[src/rtl/ktet_pkg.sv]
`timescale 1ns / 1ps
// ----------------------------------------------------------------------------
// ktet_pkg: shared types and constants of the keyed timer expiry table
// Cell count, request kinds, status codes, the entry and cell control structs and the states.
// ----------------------------------------------------------------------------
package ktet_pkg;

    localparam int ENTRIES = 64;
    localparam int CNT_W   = $clog2(ENTRIES + 1);

    typedef enum logic [1:0] {
        KIND_SET    = 2'd0,
        KIND_CANCEL = 2'd1,
        KIND_EXIST  = 2'd2,
        KIND_TICK   = 2'd3
    } kind_t;

    typedef enum logic [2:0] {
        ST_OK       = 3'd0,
        ST_NOTFOUND = 3'd1,
        ST_FULL     = 3'd2,
        ST_EXPIRED  = 3'd3,
        ST_NONE     = 3'd4
    } status_t;

    typedef struct packed {
        logic [31:0] seq;
        logic [31:0] start;
        logic [31:0] gap;
        logic [31:0] expiry;
    } entry_t;

    // Operation broadcast to every cell in the same cycle.
    typedef enum logic [1:0] {
        OP_HOLD   = 2'd0,
        OP_REMOVE = 2'd1,   // cells at or above pos take their upper neighbour
        OP_INSERT = 2'd2    // cells at or above pos take lower neighbour / new
    } cell_op_t;

    typedef struct packed {
        cell_op_t    op;
        entry_t      new_entry;
        logic [31:0] key;
        logic [31:0] ins_exp;
    } cell_ctl_t;

    typedef enum logic [2:0] {
        S_IDLE,
        S_REMOVE,
        S_INSERT,
        S_RESP,
        S_TICK
    } state_t;

endpackage

[src/rtl/ktet_cell.sv]
`timescale 1ns / 1ps
// ----------------------------------------------------------------------------
// ktet_cell: one slot of the sorted timer row
// Holds an entry and valid bit, compares against the key and new expiry,
// and shifts towards either neighbour on command.
// ----------------------------------------------------------------------------
module ktet_cell (
    input  logic                aclk,
    input  logic                aresetn,
    input  ktet_pkg::cell_ctl_t ctl,
    input  logic                shift_en,
    input  logic                take_new,
    input  ktet_pkg::entry_t    lower_entry,
    input  logic                lower_valid,
    input  ktet_pkg::entry_t    upper_entry,
    input  logic                upper_valid,
    output ktet_pkg::entry_t    entry,
    output logic                valid,
    output logic                key_hit,
    output logic                after_new
);
    import ktet_pkg::*;

    entry_t entry_reg, entry_next;
    logic   valid_reg, valid_next;

    assign entry     = entry_reg;
    assign valid     = valid_reg;
    assign key_hit   = valid_reg && (entry_reg.seq == ctl.key);
    // insertion goes before the first entry with a strictly later expiry
    assign after_new = valid_reg && (entry_reg.expiry > ctl.ins_exp);

    always_comb begin
        entry_next = entry_reg;
        valid_next = valid_reg;
        if (shift_en) begin
            unique case (ctl.op)
                OP_REMOVE: begin
                    entry_next = upper_entry;
                    valid_next = upper_valid;
                end
                OP_INSERT: begin
                    if (take_new) begin
                        entry_next = ctl.new_entry;
                    end else begin
                        entry_next = lower_entry;
                    end
                    valid_next = 1'b1;
                end
                default: begin
                end
            endcase
        end
        if (!lower_valid && ctl.op == OP_INSERT && !take_new) begin
            valid_next = valid_reg;
            entry_next = entry_reg;
        end
    end

    always_ff @(posedge aclk) begin
        entry_reg <= entry_next;
        if (!aresetn) begin
            valid_reg <= 1'b0;
        end else begin
            valid_reg <= valid_next;
        end
    end

endmodule
[config.mk]
export PLATFORM = sky130hd
export DESIGN_NAME = ktet_cell
export DESIGN_NICKNAME = d
export VERILOG_FILES = /design/src/rtl/ktet_pkg.sv /design/src/rtl/ktet_cell.sv
export SDC_FILE = /design/constraint.sdc
export NUM_CORES = 1
export LEC_CHECK = 0
export BUFFER_PORTS_ARGS = -buffer_cell sky130_fd_sc_hd__buf_2
export CORE_AREA = 2 2 230 232
export CTS_CLUSTER_SIZE = 28
export DETAILED_ROUTE_END_ITERATION = 10
export DIE_AREA = 0 0 232 234
export GPL_ROUTABILITY_DRIVEN = 0
export PLACE_DENSITY = 0.38
export SYNTH_ARGS = -nofsm -noshare
export SYNTH_HDL_FRONTEND = slang
export SYNTH_SLANG_ARGS = --single-unit
[constraint.sdc]
create_clock -name aclk -period 9.75 [get_ports aclk]
set_input_delay 2.4375 -clock aclk [delete_from_list [all_inputs] [get_ports aclk]]
set_output_delay 2.4375 -clock aclk [all_outputs]
set_load 0.1 [all_outputs]
== Word level (Yosys, flattened, before mapping) ==
Cells that the tools add are included.
Storage, ports and cells
  flip-flop bits (word level): 129
  input port bits: 456
  output and inout bits: 131
  logic and storage cells: 21
Operators by class
  $lt $le $gt $ge: 1
  equal/unequal tests: 3
  multiplexer cells: 3
  bitwise logic cells: 1
  reduce and logical (&&, ||, !) cells: 8
Operators with widths (number)
  $pmux W128 S2: 1
  $mux W128: 1
  $eq A32 B32 Y1: 1
  $gt A32 B32 Y1: 1
  $logic_and A1 B1 Y1: 4
  $reduce_and A3 Y1: 1
  $eq A2 B1 Y1 const B: 1
  $eq A2 B2 Y1 const B: 1
  $logic_not A1 Y1: 2
  $pmux W1 S2: 1
  $reduce_bool A2 Y1: 1
  $not A1 Y1: 1

== Longest topological paths before layout ==
  depth after elaboration: 5
  mapped depth: 7
  mapped depth without buffers: 7

== Worst setup path after synthesis ==
Ideal clock, no wire load.
  path kind: in2reg
  start: input ctl[192] (netlist name)
  end: register entry_reg (netlist bit entry[0]) (enable)
  library setup time: 595 ps
  data arrival time: 7870 ps
  data required time: 9155 ps
  setup slack: 1285 ps
  stages: 5
  buffers on the path: 1
  cell sequence: inv_1 -> ha_1 -> clkbuf_1 -> nor3b_1 -> nor3b_2
Between the ends
  longest elaborated chain between the ends: 5
  elaborated cells between the ends (all ways): 7
  those cells by class: eq/ne (2); bitwise (1); reduce/logical (4)
RTL lines
  start, declared: line ktet_cell.sv:10  | input ktet_pkg::cell_ctl_t ctl,
  $eq A2 B2 Y1: line ktet_cell.sv:37, ktet_cell.sv:54
  $logic_and A1 B1 Y1 (2 in a row): line ktet_cell.sv:54  | if (!lower_valid && ctl.op == OP_INSERT && !take_new) begin
  $not A1 Y1 (no source line)
  $reduce_and A3 Y1 (no source line) (*)
  end signal, assigned: line ktet_cell.sv:61  | entry_reg <= entry_next;
  end, declared: line ktet_cell.sv:24  | entry_t entry_reg, entry_next;
Mark *: on every way between the ends. The rest lies on a longest branch, timed or not.
A chain may end at the register's enable or synchronous reset.

== Worst setup path in the final report ==
  start: input ctl[15] (netlist name)
  end: output after_new
Between the ends
  longest elaborated chain between the ends: 2
RTL lines
  $gt A32 B32 Y1: line ktet_cell.sv:31  | assign after_new = valid_reg && (entry_reg.expiry > ctl.ins_exp);
  $logic_and A1 B1 Y1: line ktet_cell.sv:31
  end, declared: line ktet_cell.sv:20  | output logic after_new
No other way between the ends.

==> metrics.md <==
| Metric | Value |
|---|---|
| Worst-path clk slew | around 0.060 ns |
| Routed wl met3 | roughly 2300 um |
| GRT Util Overall | 0.118 |
| Clk buf depth | 2 |
| Final core occ | 0.230 |
| Status | completed |
| Crit end category | output pin |
| Worst slew pin tran | 1.00 ns |
| CTS tree | done |
| Aggregate global routing overflow | 0 |
| RSZ-0062 raised after global routing | no |
| Hold Crit Class | reg -> reg |
| Met1 Wirelength | between 10000 and 15000 um |
| WS Path Type | in -> out |
| Final setup TNS | 0 ns |
| Initial core utilization | 0.148 |
| Vias per cell | 3.78 |
| Register bit total from synthesis | 129 |
| Die area | around 54000 um^2 |
| DR DRC count | 0 |
| Critical path's largest stage delay | around 0.45 ns |
| Worst vdd rail ir drop | 0.121 mV |
| Most frequent cells in the layout | 585 x buf_2, 142 x a21oi_1, 132 x nor2_1 |
| CTS Buf Count | 17 |
| DR top layer | met4 |
| Nets | 1779 |
| Crit path buf inv count | 3 |
| Pin count of the biggest net entering global routing | between 100 and 150 |
| Router iterations before antenna repair | 4 |
| CP top delay family | buffers and inverters |
| Pleak | between 5 and 6 nW |
| Worst-Skew Late Latency | 0.45 ns |
| Initial antenna violation count | 1 |
| Core area | between 50000 and 60000 um^2 |
| PwrDens | approximately 180 nW/um^2 |
| Layout cells sized above 1 | 0.480 |
| Vias in the first global route | 7564 |
| Fin crit share | 0.696 |
| Critical Path AT | ~4.4 ns |
| Die W | 232 um |
| Detailed Route Iter0 Violations | about 230 |
| Hpwl dp | about 28000 um |
| Crit path time final | just under 7 ns |
| Post-Syn Area per Cell | ~11 um^2 |
| Die Y | around 230 um |
| Max_slew headroom | 0.332 |
| CTS Root Cell | clkbuf_16 |
| Final Hold Viols | 0 |
| Antenna viol nets, final | 0 |
| PostCTS Resize Cnt | 0 |
| Crit path cell chain | buf_2 -> inv_1 -> ha_1 -> nand4_2 -> nor4_2 -> a21boi_2 -> o311ai_1 -> a21oi_1 -> buf_2 |
| Mapped cell area | just under 8000 um^2 |
| Layout area overhead | 54.6% |
| I/O pins | between 500 and 600 |
| Input/output buffers | just under 600 |
| Pins Over Slew Limit | 0 |
| # diodes | 0 |
| Worst Clk Skew | 0 ns |
| Vias | approximately 7500 |
| Setup-failing EPs final | 0 |
| Commonest non-fill, non-tap cell in the layout | buf_2 |
| Cells after Synth | roughly 720 |
| Metal2 WL | roughly 17000 um |
| Fmax | about 150 MHz |
| Max FFs per register | 128 |
| WL per Instance | about 17 um |
| Max FO, Critical Path | 3 |
| Max-Cap Viols | 0 |
| Worst setup SP type | primary input |
| Global-route wire length before repair | around 46000 um |
| WL final | 33400 um |
| Syn nets | 1212 |
| YS warnings | 0 |
| H-tree levels | 4 |
| Core Rows | between 80 and 90 |
| Post-CTS Setup Inserts | 0 |
| Post-synthesis sequential area ratio | 0.500 |
| Req. time, crit path | around 7.3 ns |
| Slowest-stage cell, CP | buf_2 |
| Critical Path Most Common Cell | buf_2 |
| Hold-fix buffers at CTS | 0 |
| Clock sink count | 129 |
| Unique masters post-synth | 32 |
worst reg2reg max path, stage by stage (launching register included):
cell and delay [ns]:
dfxtp_1 0.50, nor2_1 0.09, a211oi_1 0.23
per-layer routing:
layer  GRT usage  vias up
li1            -     3761
met1       0.138     3441
met2       0.205      293
met3      0.0342       25
met4      0.0439        0
met5           0        -
synth_stat cells (all sizes together):
| cell | instances | area [um^2] |
|---|---|---|
| o311ai | 1 | 8.76 |
| o211ai | 1 | 7.51 |
| dfxtp | 1 | 20.0 |
| nand4 | 8 | 62.6 |
| a21boi | 1 | 11.3 |
| a21oi | 142 | 711 |
| mux2i | 128 | 1280 |
| and4 | 1 | 8.76 |
| nor2 | 132 | 495 |
| nor2b | 1 | 6.26 |
| ha | 33 | 413 |
| nor4 | 8 | 56.3 |
| buf | 24 | 145 |
| xor2 | 28 | 245 |
| edfxtp | 128 | 3840 |
| a21o | 3 | 22.5 |
| o21ai | 3 | 15.0 |
| clkbuf | 20 | 75.1 |
| inv | 35 | 131 |
| xnor2 | 3 | 26.3 |
| a221o | 2 | 20.0 |
| nor3 | 3 | 26.3 |
| nor3b | 2 | 20.0 |
| nand3 | 6 | 30.0 |
| nand2 | 7 | 26.3 |
| a211oi | 2 | 15.0 |
final cells by class:
cell class	count	area (um^2)
fillers	5779	40100
flip-flops and latches	129	3860
clock inverters	11	140
well taps	688	861
multi-input cells	515	3530
repair buffers	592	2980
inverters	35	131
clock buffers	20	437
logic make-up (layout without fill, tap and decap cells):
logic type,count (synthesis),in the layout,synth area share
DFF,129,129,0.500
buffers and inverters,79,658,0.0455
adders and majority gates,33,33,0.0535
and+or+nand+nor,168,168,0.0948
xor gates and xnor gates,31,31,0.0352
AOI/OAI and AO/OA,155,155,0.105
muxes,128,128,0.166
metrics by stage:
stage	worst slack [ns]	area [um^2]	std cells	power (mW)	hold slack (ns)
2_1_floorplan	1.28	7720	723	1.28	0.958
3_3_place_gp	2.92	11400	1959	1.49	0.654
3_5_place_dp	2.92	11400	1959	1.49	0.666
4_1_cts	2.91	11900	1990	2.16	0.674
5_1_grt	2.80	11900	1990	2.22	0.715
6_report	2.97	11900	1990	2.13	0.640
final timing paths:
check | from | endpoint | slack (ns) | cells past startpoint
max | ctl[15] | after_new | 2.97 | 9
min | valid | valid | 0.64 | 2
max reg2reg | valid | valid | 8.85 | 2
min reg2reg | valid | valid | 0.64 | 2
where the power goes:
group          switching, mW  internal [mW]
sequential            0.0332          0.683
combinational          0.582          0.174
clock                  0.257          0.397
total                  0.872           1.25
No activity file was read; power rests on OpenSTA's default activity.
